**config.mk**
```make
export PLATFORM = sky130hd
export DESIGN_NAME = pressure_key_midi_scanner_unit
export DESIGN_NICKNAME = d
export VERILOG_FILES = /design/src/hdl/pkmsu_pkg.sv /design/src/hdl/pkmsu_state_mem.sv /design/src/hdl/pkmsu_key_proc.sv /design/src/hdl/pkmsu_out_q.sv /design/src/hdl/pressure_key_midi_scanner_unit.sv
export SDC_FILE = /design/constraint.sdc
export NUM_CORES = 2
export LEC_CHECK = 0
export ABC_CLOCK_PERIOD_IN_PS = 22300
export BUFFER_PORTS_ARGS = -buffer_cell sky130_fd_sc_hd__buf_2
export CAP_MARGIN = 10
export CELL_PAD_IN_SITES_DETAIL_PLACEMENT = 1
export CELL_PAD_IN_SITES_GLOBAL_PLACEMENT = 1
export CORE_MARGIN = 1.5
export CORE_UTILIZATION = 57
export CTS_CLUSTER_DIAMETER = 60
export DETAILED_ROUTE_END_ITERATION = 8
export PLACE_DENSITY = 0.84
export SETUP_SLACK_MARGIN = 0.5
export SYNTH_ARGS = -nofsm -noshare
export SYNTH_HDL_FRONTEND = slang
export SYNTH_SLANG_ARGS = --single-unit
```
**constraint.sdc**
```tcl
create_clock -name aclk -period 22.3 [get_ports aclk]
set_input_delay 3.345 -clock aclk [delete_from_list [all_inputs] [get_ports aclk]]
set_output_delay 3.345 -clock aclk [all_outputs]
set_load 0.1 [all_outputs]
```
**src/hdl/pkmsu_pkg.sv**
```systemverilog
// types, codes and lookup tables of the pressure key scanner
// no dependencies; used by every design module of the block
package pkmsu_pkg;

    localparam int NUM_KEYS = 16;
    localparam int KEY_W    = 4;

    typedef logic [KEY_W-1:0] key_t;

    typedef enum logic [2:0] {
        MSG_NONE     = 3'd0,
        MSG_NOTE_ON  = 3'd1,
        MSG_PRESSURE = 3'd2,
        MSG_NOTE_OFF = 3'd3,
        MSG_CC       = 3'd4
    } msg_kind_t;

    typedef enum logic [2:0] {
        LED_NONE     = 3'd0,
        LED_OFF      = 3'd1,
        LED_BLUE     = 3'd2,
        LED_ORANGE   = 3'd3,
        LED_RED      = 3'd4,
        LED_GRADIENT = 3'd5
    } led_act_t;

    localparam logic OP_CALIBRATE = 1'b0;
    localparam logic OP_SCAN      = 1'b1;

    localparam logic [1:0] REG_TRIG   = 2'd0;
    localparam logic [1:0] REG_STEP   = 2'd1;
    localparam logic [1:0] REG_SMOOTH = 2'd2;

    localparam logic [11:0] TRIG_RESET   = 12'd100;
    localparam logic [7:0]  STEP_RESET   = 8'd0;
    localparam logic [8:0]  SMOOTH_RESET = 9'd32;

    localparam key_t KEY_CTRL_MOD    = 4'd6;
    localparam key_t KEY_OCT_UP      = 4'd7;
    localparam key_t KEY_OCT_DOWN    = 4'd14;
    localparam key_t KEY_CTRL_BREATH = 4'd15;

    localparam logic [6:0] CC_MOD    = 7'd16;
    localparam logic [6:0] CC_BREATH = 7'd1;
    localparam logic [6:0] VAL_MAX   = 7'd127;

    // velocity scale factors in Q8
    localparam int VEL_SCALE_Q8  = 218;
    localparam int TRIG_SCALE_Q8 = 650;

    localparam logic signed [6:0] OCT_STEP = 7'sd12;
    localparam logic signed [6:0] OCT_MAX  = 7'sd24;
    localparam logic signed [6:0] OCT_MIN  = -7'sd24;

    // per-key state kept in the key memory (rest level lives beside it)
    typedef struct packed {
        logic              held;
        logic              armed;
        logic [6:0]        start_vel;
        logic [14:0]       smooth;
        logic signed [6:0] octave;
    } key_state_t;

    typedef struct packed {
        msg_kind_t  kind;
        logic [6:0] number;
        logic [6:0] value;
        logic [3:0] led_idx;
        led_act_t   led_act;
        logic [7:0] green;
    } result_t;

    typedef struct packed {
        logic rd;
        logic wr;
        key_t addr;
    } mem_ctl_t;

    typedef struct packed {
        logic [1:0]        count;
        logic [4:0]        active;
        logic signed [6:0] octave;
    } dec_t;

    function automatic logic [6:0] pitch_of(input key_t k);
        logic [6:0] p;
        unique case (k)
            4'd0:  p = 7'd43;
            4'd1:  p = 7'd42;
            4'd2:  p = 7'd45;
            4'd3:  p = 7'd44;
            4'd4:  p = 7'd47;
            4'd5:  p = 7'd46;
            4'd6:  p = 7'd95;
            4'd7:  p = 7'd95;
            4'd8:  p = 7'd41;
            4'd9:  p = 7'd40;
            4'd10: p = 7'd39;
            4'd11: p = 7'd38;
            4'd12: p = 7'd37;
            4'd13: p = 7'd36;
            4'd14: p = 7'd95;
            4'd15: p = 7'd95;
        endcase
        return p;
    endfunction

    function automatic logic [3:0] led_of(input key_t k);
        logic [3:0] l;
        unique case (k)
            4'd0:  l = 4'd6;
            4'd1:  l = 4'd7;
            4'd2:  l = 4'd4;
            4'd3:  l = 4'd5;
            4'd4:  l = 4'd3;
            4'd5:  l = 4'd2;
            4'd6:  l = 4'd0;
            4'd7:  l = 4'd1;
            4'd8:  l = 4'd14;
            4'd9:  l = 4'd15;
            4'd10: l = 4'd12;
            4'd11: l = 4'd13;
            4'd12: l = 4'd11;
            4'd13: l = 4'd10;
            4'd14: l = 4'd9;
            4'd15: l = 4'd8;
        endcase
        return l;
    endfunction

    // control and octave keys come out of reset already armed
    function automatic key_state_t reset_state(input key_t k);
        key_state_t s;
        s       = '0;
        s.armed = (k == KEY_CTRL_MOD) || (k == KEY_OCT_UP) ||
                  (k == KEY_OCT_DOWN) || (k == KEY_CTRL_BREATH);
        return s;
    endfunction

endpackage

```
**src/hdl/pkmsu_state_mem.sv**
```systemverilog
// per-key state memory: rest levels and key state, registered read
// depends on pkmsu_pkg
module pkmsu_state_mem #(
    parameter int SAMPLE_BITS = 12
) (
    input  logic                      aclk,
    input  logic                      aresetn,
    input  pkmsu_pkg::mem_ctl_t       ctl,
    input  logic [SAMPLE_BITS-1:0]    wr_rest,
    input  pkmsu_pkg::key_state_t     wr_state,
    output logic [SAMPLE_BITS-1:0]    rd_rest,
    output pkmsu_pkg::key_state_t     rd_state
);

    logic [SAMPLE_BITS-1:0]   rest_mem  [pkmsu_pkg::NUM_KEYS];
    pkmsu_pkg::key_state_t    state_mem [pkmsu_pkg::NUM_KEYS];
    logic [pkmsu_pkg::NUM_KEYS-1:0] valid_reg;

    logic [SAMPLE_BITS-1:0]   rest_q_reg;
    pkmsu_pkg::key_state_t    state_q_reg;
    logic                     hit_q_reg;
    pkmsu_pkg::key_t          key_q_reg;

    always_ff @(posedge aclk) begin
        if (ctl.wr) begin
            rest_mem[ctl.addr]  <= wr_rest;
            state_mem[ctl.addr] <= wr_state;
        end
        if (ctl.rd) begin
            rest_q_reg  <= rest_mem[ctl.addr];
            state_q_reg <= state_mem[ctl.addr];
            hit_q_reg   <= valid_reg[ctl.addr];
            key_q_reg   <= ctl.addr;
        end
    end

    // an entry never written reads as its reset value
    always_ff @(posedge aclk) begin
        if (!aresetn) begin
            valid_reg <= '0;
        end else if (ctl.wr) begin
            valid_reg[ctl.addr] <= 1'b1;
        end
    end

    assign rd_rest  = hit_q_reg ? rest_q_reg : '0;
    assign rd_state = hit_q_reg ? state_q_reg : pkmsu_pkg::reset_state(key_q_reg);

endmodule

```
**src/hdl/pkmsu_key_proc.sv**
```systemverilog
// key datapath: threshold and velocity stage, then per-key decision
// depends on pkmsu_pkg
module pkmsu_key_proc #(
    parameter int SAMPLE_BITS = 12
) (
    input  logic                      aclk,
    input  logic                      calc_en,
    input  logic                      opcode,
    input  pkmsu_pkg::key_t           key,
    input  logic [SAMPLE_BITS-1:0]    sample,
    input  logic [SAMPLE_BITS-1:0]    rest,
    input  pkmsu_pkg::key_state_t     st,
    input  logic [11:0]               trig,
    input  logic [7:0]                step,
    input  logic [8:0]                smooth_f,
    input  logic [4:0]                active,
    input  logic signed [6:0]         octave,
    output logic [SAMPLE_BITS-1:0]    wr_rest,
    output pkmsu_pkg::key_state_t     wr_state,
    output pkmsu_pkg::result_t        res0,
    output pkmsu_pkg::result_t        res1,
    output pkmsu_pkg::dec_t           dec
);

    localparam int THR_W  = ((SAMPLE_BITS > 13) ? SAMPLE_BITS : 13) + 2;
    localparam int PROD_W = SAMPLE_BITS + 8;

    function automatic pkmsu_pkg::result_t mk(
        input pkmsu_pkg::msg_kind_t k,
        input logic [6:0]           num,
        input logic [6:0]           val,
        input logic [3:0]           li,
        input pkmsu_pkg::led_act_t  act,
        input logic [7:0]           g
    );
        pkmsu_pkg::result_t r;
        r.kind    = k;
        r.number  = num;
        r.value   = val;
        r.led_idx = li;
        r.led_act = act;
        r.green   = g;
        return r;
    endfunction

    // stage one: threshold, compare, velocity
    logic [12:0]             step_sum;
    logic [THR_W-1:0]        thr;
    logic                    above;
    logic [SAMPLE_BITS-1:0]  rise;
    logic [PROD_W-1:0]       vel_prod;
    logic [SAMPLE_BITS-1:0]  vel_full;
    logic [6:0]              vel;

    logic                    above_reg;
    logic [6:0]              vel_reg;

    assign step_sum = {8'd0, active} * {5'd0, step};
    assign thr      = THR_W'(rest) + THR_W'(trig) + THR_W'(step_sum);
    assign above    = THR_W'(sample) > thr;
    assign rise     = sample - thr[SAMPLE_BITS-1:0];
    assign vel_prod = PROD_W'(rise) * PROD_W'(pkmsu_pkg::VEL_SCALE_Q8);
    assign vel_full = vel_prod[PROD_W-1:8];
    assign vel      = (vel_full > SAMPLE_BITS'(pkmsu_pkg::VAL_MAX)) ?
                      pkmsu_pkg::VAL_MAX : vel_full[6:0];

    always_ff @(posedge aclk) begin
        if (calc_en) begin
            above_reg <= above;
            vel_reg   <= vel;
        end
    end

    // stage two: trigger velocity and smoothing
    logic [6:0]          tv_d;
    logic [16:0]         tv_prod;
    logic [8:0]          tv_full;
    logic [6:0]          tv;
    logic signed [16:0]  s_delta;
    logic signed [26:0]  s_prod;
    logic signed [18:0]  s_stepv;
    logic signed [19:0]  s_sum;
    logic [14:0]         s_new;

    assign tv_d    = vel_reg - st.start_vel;
    assign tv_prod = 17'(tv_d) * 17'(pkmsu_pkg::TRIG_SCALE_Q8);
    assign tv_full = tv_prod[16:8];
    assign tv      = (vel_reg <= st.start_vel) ? 7'd0 :
                     (tv_full > 9'(pkmsu_pkg::VAL_MAX)) ? pkmsu_pkg::VAL_MAX : tv_full[6:0];

    // arithmetic shift gives the floored step for both signs
    assign s_delta = $signed({2'b00, vel_reg, 8'd0}) - $signed({2'b00, st.smooth});
    assign s_prod  = 27'($signed({1'b0, smooth_f})) * 27'(s_delta);
    assign s_stepv = 19'(s_prod >>> 8);
    assign s_sum   = $signed({5'd0, st.smooth}) + 20'(s_stepv);
    assign s_new   = (s_sum < 20'sd0) ? 15'd0 :
                     (s_sum > 20'sd32767) ? 15'h7fff : s_sum[14:0];

    logic               is_ctrl;
    logic               is_oct;
    logic [6:0]         cc_num;
    logic [3:0]         led;
    logic [6:0]         note_now;
    logic [6:0]         note_held;
    logic [4:0]         act_up;
    logic [4:0]         act_dn;
    logic               oct_move;
    logic signed [6:0]  oct_new;

    assign is_ctrl   = (key == pkmsu_pkg::KEY_CTRL_MOD) || (key == pkmsu_pkg::KEY_CTRL_BREATH);
    assign is_oct    = (key == pkmsu_pkg::KEY_OCT_UP) || (key == pkmsu_pkg::KEY_OCT_DOWN);
    assign cc_num    = (key == pkmsu_pkg::KEY_CTRL_MOD) ? pkmsu_pkg::CC_MOD : pkmsu_pkg::CC_BREATH;
    assign led       = pkmsu_pkg::led_of(key);
    // a released key always sits at the current octave, a held one keeps its own
    assign note_now  = pkmsu_pkg::pitch_of(key) + octave[6:0];
    assign note_held = pkmsu_pkg::pitch_of(key) + st.octave[6:0];
    assign act_up    = (active != 5'd31) ? active + 5'd1 : active;
    assign act_dn    = (active != 5'd0) ? active - 5'd1 : active;
    assign oct_move  = (key == pkmsu_pkg::KEY_OCT_DOWN) ? (octave > pkmsu_pkg::OCT_MIN) :
                                                          (octave < pkmsu_pkg::OCT_MAX);
    assign oct_new   = (key == pkmsu_pkg::KEY_OCT_DOWN) ? octave - pkmsu_pkg::OCT_STEP :
                                                          octave + pkmsu_pkg::OCT_STEP;

    always_comb begin
        wr_rest    = rest;
        wr_state   = st;
        res0       = '0;
        res1       = '0;
        dec.count  = 2'd0;
        dec.active = active;
        dec.octave = octave;
        if (opcode == pkmsu_pkg::OP_CALIBRATE) begin
            wr_rest = sample;
        end else if (above_reg) begin
            if (!st.held) begin
                if (!st.armed) begin
                    wr_state.start_vel = vel_reg;
                    wr_state.armed     = 1'b1;
                end else if (is_oct) begin
                    wr_state.held = 1'b1;
                    if (oct_move) begin
                        dec.octave = oct_new;
                        dec.count  = 2'd1;
                        if (oct_new == 7'sd0) begin
                            dec.count = 2'd2;
                            res0 = mk(pkmsu_pkg::MSG_NONE, 7'd0, 7'd0,
                                      pkmsu_pkg::led_of(pkmsu_pkg::KEY_OCT_DOWN),
                                      pkmsu_pkg::LED_OFF, 8'd0);
                            res1 = mk(pkmsu_pkg::MSG_NONE, 7'd0, 7'd0,
                                      pkmsu_pkg::led_of(pkmsu_pkg::KEY_OCT_UP),
                                      pkmsu_pkg::LED_OFF, 8'd0);
                        end else if (oct_new < 7'sd0) begin
                            res0 = mk(pkmsu_pkg::MSG_NONE, 7'd0, 7'd0,
                                      pkmsu_pkg::led_of(pkmsu_pkg::KEY_OCT_DOWN),
                                      (oct_new == pkmsu_pkg::OCT_MIN) ? pkmsu_pkg::LED_RED :
                                                                        pkmsu_pkg::LED_ORANGE,
                                      8'd0);
                        end else begin
                            res0 = mk(pkmsu_pkg::MSG_NONE, 7'd0, 7'd0,
                                      pkmsu_pkg::led_of(pkmsu_pkg::KEY_OCT_UP),
                                      (oct_new == pkmsu_pkg::OCT_MAX) ? pkmsu_pkg::LED_RED :
                                                                        pkmsu_pkg::LED_ORANGE,
                                      8'd0);
                        end
                    end
                end else if (is_ctrl) begin
                    wr_state.held   = 1'b1;
                    wr_state.smooth = {vel_reg, 8'd0};
                    dec.active      = act_up;
                    dec.count       = 2'd1;
                    res0 = mk(pkmsu_pkg::MSG_CC, cc_num, vel_reg, led,
                              pkmsu_pkg::LED_GRADIENT, {vel_reg, 1'b0});
                end else begin
                    wr_state.held   = 1'b1;
                    wr_state.smooth = {tv, 8'd0};
                    wr_state.octave = octave;
                    dec.active      = act_up;
                    dec.count       = 2'd1;
                    res0 = mk(pkmsu_pkg::MSG_NOTE_ON, note_now, tv, led,
                              pkmsu_pkg::LED_BLUE, 8'd0);
                end
            end else if (is_ctrl) begin
                wr_state.smooth = s_new;
                dec.count       = 2'd1;
                res0 = mk(pkmsu_pkg::MSG_CC, cc_num, s_new[14:8], led,
                          pkmsu_pkg::LED_GRADIENT, s_new[14:7]);
            end else if (!is_oct) begin
                wr_state.smooth = s_new;
                dec.count       = 2'd1;
                res0 = mk(pkmsu_pkg::MSG_PRESSURE, note_held, s_new[14:8], 4'd0,
                          pkmsu_pkg::LED_NONE, 8'd0);
            end
        end else if (st.held) begin
            wr_state.held = 1'b0;
            if (is_ctrl) begin
                dec.active = act_dn;
                dec.count  = 2'd1;
                res0 = mk(pkmsu_pkg::MSG_CC, cc_num, 7'd0, led, pkmsu_pkg::LED_OFF, 8'd0);
            end else if (!is_oct) begin
                wr_state.armed = 1'b0;
                dec.active     = act_dn;
                dec.count      = 2'd1;
                res0 = mk(pkmsu_pkg::MSG_NOTE_OFF, note_held, pkmsu_pkg::VAL_MAX, led,
                          pkmsu_pkg::LED_OFF, 8'd0);
            end
        end
    end

endmodule

```
**src/hdl/pkmsu_out_q.sv**
```systemverilog
// two-slot result queue in front of the output channel
// depends on pkmsu_pkg
module pkmsu_out_q (
    input  logic                  aclk,
    input  logic                  aresetn,
    input  logic                  push,
    input  logic [1:0]            count,
    input  pkmsu_pkg::result_t    r0,
    input  pkmsu_pkg::result_t    r1,
    input  logic                  pop,
    output logic                  valid,
    output pkmsu_pkg::result_t    head,
    output logic                  head_last
);

    logic [1:0]          cnt_reg;
    pkmsu_pkg::result_t  slot0_reg;
    pkmsu_pkg::result_t  slot1_reg;
    logic                last0_reg;
    logic                last1_reg;

    assign valid     = (cnt_reg != 2'd0);
    assign head      = slot0_reg;
    assign head_last = last0_reg;

    // push only happens into an empty queue
    always_ff @(posedge aclk) begin
        if (!aresetn) begin
            cnt_reg <= 2'd0;
        end else if (push) begin
            cnt_reg <= count;
        end else if (valid && pop) begin
            cnt_reg <= cnt_reg - 2'd1;
        end
    end

    always_ff @(posedge aclk) begin
        if (push) begin
            slot0_reg <= r0;
            slot1_reg <= r1;
            last0_reg <= (count == 2'd1);
            last1_reg <= 1'b1;
        end else if (valid && pop) begin
            slot0_reg <= slot1_reg;
            last0_reg <= last1_reg;
        end
    end

endmodule

```
**src/hdl/pressure_key_midi_scanner_unit.sv**
```systemverilog
// top level of the pressure key scanner: sequencer, config registers, channels
// depends on pkmsu_pkg, pkmsu_state_mem, pkmsu_key_proc, pkmsu_out_q
//
// channel   | direction | handshake                 | contents
// ----------+-----------+---------------------------+---------------------------------
// s_axis    | in        | tvalid/tready             | one key sample: calibrate or scan
// m_axis    | out       | tvalid/tready, tlast      | message and led code, 0..2 per item
// apb       | in        | psel/penable/pwrite/pready| trigger, step, smooth registers
//
// each item passes in turn through accept, memory read, threshold/velocity, decide and write back
// the per-key memory read-modify-write keeps one item in flight at a time
// results go to a two-slot queue, so the next item is taken while results wait
// decide stalls only while the queue still holds the previous item's results
// synchronous active-low reset; per-key state is valid at once through entry valid bits
module pressure_key_midi_scanner_unit #(
    parameter  int SAMPLE_BITS = 12,
    localparam int S_DATA_W    = ((pkmsu_pkg::KEY_W + SAMPLE_BITS + 7) / 8) * 8
) (
    input  logic                 aclk,
    input  logic                 aresetn,
    // input transfers
    input  logic                 s_axis_tvalid,
    output logic                 s_axis_tready,
    input  logic [S_DATA_W-1:0]  s_axis_tdata,   // key, sample, zero fill
    input  logic [0:0]           s_axis_tuser,   // opcode
    // result transfers
    output logic                 m_axis_tvalid,
    input  logic                 m_axis_tready,
    output logic [31:0]          m_axis_tdata,   // msg_number, msg_value, led_index,
                                                 // led_action, led_green, zero fill
    output logic [2:0]           m_axis_tuser,   // msg_kind
    output logic                 m_axis_tlast,
    // configuration
    input  logic                 psel,
    input  logic                 penable,
    input  logic                 pwrite,
    input  logic [3:0]           paddr,
    input  logic [31:0]          pwdata,
    output logic [31:0]          prdata,
    output logic                 pready
);

    typedef enum logic [3:0] {
        ST_IDLE = 4'b0001,
        ST_READ = 4'b0010,
        ST_CALC = 4'b0100,
        ST_DEC  = 4'b1000
    } state_t;

    state_t state_reg, state_next;

    // config registers
    logic [11:0] trig_reg;
    logic [7:0]  step_reg;
    logic [8:0]  smooth_reg;

    // item held for the whole read-modify-write
    logic                    opcode_reg;
    pkmsu_pkg::key_t         key_reg;
    logic [SAMPLE_BITS-1:0]  sample_reg;

    // shared key state
    logic [4:0]              active_reg;
    logic signed [6:0]       octave_reg;

    pkmsu_pkg::mem_ctl_t     mem_ctl;
    logic [SAMPLE_BITS-1:0]  rd_rest;
    pkmsu_pkg::key_state_t   rd_state;
    logic [SAMPLE_BITS-1:0]  wr_rest;
    pkmsu_pkg::key_state_t   wr_state;
    pkmsu_pkg::result_t      res0;
    pkmsu_pkg::result_t      res1;
    pkmsu_pkg::dec_t         dec;

    logic                    in_xfer;
    logic                    dec_fire;
    logic                    q_valid;
    pkmsu_pkg::result_t      q_head;
    logic                    q_last;
    logic                    cfg_wr;

    assign s_axis_tready = (state_reg == ST_IDLE);
    assign in_xfer       = s_axis_tvalid && s_axis_tready;
    // write back and push once the queue has room for this item's results
    assign dec_fire      = (state_reg == ST_DEC) && ((dec.count == 2'd0) || !q_valid);

    always_comb begin
        state_next = state_reg;
        unique case (state_reg)
            ST_IDLE: if (in_xfer) state_next = ST_READ;
            ST_READ: state_next = ST_CALC;
            ST_CALC: state_next = ST_DEC;
            ST_DEC:  if (dec_fire) state_next = ST_IDLE;
            default: state_next = ST_IDLE;
        endcase
    end

    always_ff @(posedge aclk) begin
        if (!aresetn) begin
            state_reg  <= ST_IDLE;
            active_reg <= 5'd0;
            octave_reg <= 7'sd0;
        end else begin
            state_reg <= state_next;
            if (dec_fire) begin
                active_reg <= dec.active;
                octave_reg <= dec.octave;
            end
        end
    end

    always_ff @(posedge aclk) begin
        if (in_xfer) begin
            opcode_reg <= s_axis_tuser[0];
            key_reg    <= s_axis_tdata[pkmsu_pkg::KEY_W-1:0];
            sample_reg <= s_axis_tdata[pkmsu_pkg::KEY_W +: SAMPLE_BITS];
        end
    end

    // apb: no wait states, register index from the word address
    assign pready = 1'b1;
    assign cfg_wr = psel && penable && pwrite && pready;

    always_ff @(posedge aclk) begin
        if (!aresetn) begin
            trig_reg   <= pkmsu_pkg::TRIG_RESET;
            step_reg   <= pkmsu_pkg::STEP_RESET;
            smooth_reg <= pkmsu_pkg::SMOOTH_RESET;
        end else if (cfg_wr) begin
            unique case (paddr[3:2])
                pkmsu_pkg::REG_TRIG:   trig_reg   <= pwdata[11:0];
                pkmsu_pkg::REG_STEP:   step_reg   <= pwdata[7:0];
                pkmsu_pkg::REG_SMOOTH: smooth_reg <= pwdata[8:0];
                default: ;
            endcase
        end
    end

    always_comb begin
        unique case (paddr[3:2])
            pkmsu_pkg::REG_TRIG:   prdata = {20'd0, trig_reg};
            pkmsu_pkg::REG_STEP:   prdata = {24'd0, step_reg};
            pkmsu_pkg::REG_SMOOTH: prdata = {23'd0, smooth_reg};
            default:               prdata = 32'd0;
        endcase
    end

    // memory read in ST_READ, write back on the decide cycle
    assign mem_ctl.rd   = (state_reg == ST_READ);
    assign mem_ctl.wr   = dec_fire;
    assign mem_ctl.addr = key_reg;

    pkmsu_state_mem #(
        .SAMPLE_BITS (SAMPLE_BITS)
    ) u_mem (
        .aclk     (aclk),
        .aresetn  (aresetn),
        .ctl      (mem_ctl),
        .wr_rest  (wr_rest),
        .wr_state (wr_state),
        .rd_rest  (rd_rest),
        .rd_state (rd_state)
    );

    pkmsu_key_proc #(
        .SAMPLE_BITS (SAMPLE_BITS)
    ) u_proc (
        .aclk     (aclk),
        .calc_en  (state_reg == ST_CALC),
        .opcode   (opcode_reg),
        .key      (key_reg),
        .sample   (sample_reg),
        .rest     (rd_rest),
        .st       (rd_state),
        .trig     (trig_reg),
        .step     (step_reg),
        .smooth_f (smooth_reg),
        .active   (active_reg),
        .octave   (octave_reg),
        .wr_rest  (wr_rest),
        .wr_state (wr_state),
        .res0     (res0),
        .res1     (res1),
        .dec      (dec)
    );

    pkmsu_out_q u_outq (
        .aclk      (aclk),
        .aresetn   (aresetn),
        .push      (dec_fire && (dec.count != 2'd0)),
        .count     (dec.count),
        .r0        (res0),
        .r1        (res1),
        .pop       (m_axis_tready),
        .valid     (q_valid),
        .head      (q_head),
        .head_last (q_last)
    );

    assign m_axis_tvalid = q_valid;
    assign m_axis_tlast  = q_last;
    assign m_axis_tuser  = q_head.kind;
    assign m_axis_tdata  = {3'd0, q_head.green, q_head.led_act, q_head.led_idx,
                            q_head.value, q_head.number};

endmodule

```
==> out/summary.txt <==
status: completed
met2 GRT Util: 0.547
Die Y-Extent: 285 µm
Most Crowded Layer GR: met2
initial drt markers: 2945
Seq/Total Area, Yosys: 0.556
critical path class: flop to flop
most frequent cells in the layout: edfxtp_1, inv_1, nand2_1
crit path max fanout: 47
Critical Path End Type: flop
CORE AREA: 78900 µm²
Placer Congestion: 0.902
IO Pins: 131
H-tree lvl count: 3
NumNets Final: 3712
HPWL after detailed placement: 81.2 mm
drt drc: 0
FF+latch count, synth: 864
FILL cells: 7256
initial antenna violation count: 2
max_slew headroom: 0.195
Max rail drop VDD: 0.0852 mV
Biggest register: u_mem.state_mem
first-pass GRT wire length: 200 mm
GRT Total Usage: 0.333
routed wire length: 133 mm
final setup fails: 0
vias in the first global route: 31100
Initial DRT Pass Iterations: 6
worst reg-to-reg setup slack: 9.71 ns
worst-path cell with the longest stage delay: edfxtp_1
Clock Latency Late Sink: 0.68 ns
Least-Margin Pin Slew: 1.20 ns
leakage power: 19.1 nW
Post-synth top flop: edfxtp_1
antenna-violating nets left: 0
number of synthesized flops with an enable pin: 793
Max Clock Freq: 79.4 MHz
max reg flops: 496
Die ar.: 81400 µm²
PortBufs: 84
Arrival @ worst endpoint: 12.87 ns
Period minus WS final: 12.59 ns
max cap viols: 0
Num Clock Sinks: 864
CP max stage delay: 0.89 ns
final hold violation count: 0
Clock transition at path regs: 0.06 ns
Cell Pwr Density: 84.4 nW/µm²
grt met1 use: 0.429
crit start category: flop
design area: 50200 µm²
post-CTS setup buffers: 0
WP data required: 22.58 ns
largest net degree at the start of global routing: 76
met3 global-route usage: 0.0685
drt wl/cell: 30.4 µm
post-synth cell types: 78
routed vias/inst: 6.48
Site Rows: 103
ys async rst share: 0
RSZ-0062 raised after global routing: no
area delta synth->final: 10.6%
clk_skew: 0.0409 ns
Yosys Warn Count: 0
synthesized area: 45400 µm²
TritonCTS clock tree: built
Fin Setup TNS: 0 ns
die width: 285 µm
Register Area: 25200 µm²
Final Cycle Share: 0.564
Initial Util: 0.576
cts bufs inserted: 89
Mean Syn Cell Area: 14.6 µm²
multi-input logic area: 18700 µm²
Hold Slack: 0.489 ns
vias: 28300
post-placement cell area: 47200 µm²
Final Max Tran Viols: 0
CTS resizes: 0
Hold Path Class: flop to flop
Post-Syn Instances: 3113
CTS Buffer Depth: 3
GRT Residual Overflow: 0
root buf cell: clkbuf_16
most common cell after layout, fill and taps aside: edfxtp_1
layout cells sized above 1: 0.170
Hold-fix buffers, CTS: 0
==> per-stage QoR <==
stage | total power, mW | cells | util | setup slack, ns
4_1_cts | 4.24 | 4359 | 0.636 | 9.90
2_1_floorplan | 2.49 | 3135 | - | 12.43
5_1_grt | 4.40 | 4365 | 0.637 | 9.12
3_5_place_dp | 2.71 | 4197 | 0.599 | 10.01
3_3_place_gp | 2.66 | 4197 | 0.599 | 10.45
6_report | 4.24 | 4367 | 0.637 | 9.71
==> power breakdown <==
part | switching (mW) | internal (mW)
Clock | 0.670 | 0.866
Combinational | 0.540 | 0.378
Sequential | 0.00893 | 1.78
==> logic make-up after synthesis <==
kind of cell,share of synthesized area
mux,0.121
compound gates,0.0515
other cells,0.000165
flops,0.556
fa+ha+maj,0.143
buf+inv,0.0371
xor+xnor,0.0208
simple gates,0.0714
==> final cells by class <==
class / instances / share of cell area
clock inverters: 57 / 0.0126
flip-flops and latches: 864 / 0.502
clock buffers: 105 / 0.0465
multi-input cells: 1850 / 0.372
diodes: 2 / 0.0000996
repair buffers: 152 / 0.0185
well taps: 1050 / 0.0261
inverters: 287 / 0.0214
==> final timing paths <==
| path | end | cells past startpoint | from |
|---|---|---|---|
| hold reg to reg | trig_reg[4] | 2 | trig_reg[4] |
| setup / recovery | u_proc.vel_reg[0] | 40 | u_mem.hit_q_reg |
| hold / removal | trig_reg[4] | 2 | trig_reg[4] |
| setup reg to reg | u_proc.vel_reg[0] | 40 | u_mem.hit_q_reg |
==> critical path, delay by kind of cell (launching register included) <==
family | cells | cell delay (ns)
and+or+nand+nor | 5 | 1.18
xor gates and xnor gates | 3 | 0.58
adders and majority gates | 11 | 4.52
DFF | 1 | 0.89
buffers and inverters | 7 | 1.12
AOI/OAI and AO/OA | 14 | 3.89
==> synth_stat cells, types with 6 or more instances <==
cell	n	area, µm²
nor2_1	143	537
a22oi_1	10	75.1
buf_1	24	90.1
a211oi_1	9	67.6
a21o_1	26	195
dfxtp_1	71	1420
and3_1	27	169
inv_1	287	1080
nand2_1	237	890
nor3_1	45	225
mux2i_1	34	340
o21ai_0	94	470
o211ai_1	10	75.1
a21boi_0	10	75.1
o31ai_1	9	67.6
o21bai_1	10	75.1
xnor2_1	62	543
o221ai_1	8	70.1
nor4_1	6	37.5
xor2_1	46	403
edfxtp_1	793	23800
a21oi_1	103	515
mux2_2	16	180
nor2b_1	21	131
or3_1	14	87.6
buf_4	25	188
nand4_1	6	37.5
clkbuf_1	83	312
fa_1	183	3660
mux4_2	220	4950
nand2b_1	21	131
ha_1	225	2820
and2_1	111	694
nand3_1	28	140
o21a_1	15	113
==> routing by layer <==
layer	part of all wire	up-vias
met5	0	-
met4	0.049	0
li1	-	11700
met2	0.49	1701
met3	0.092	422
met1	0.37	14500
Power figures use the tool's default switching activity.
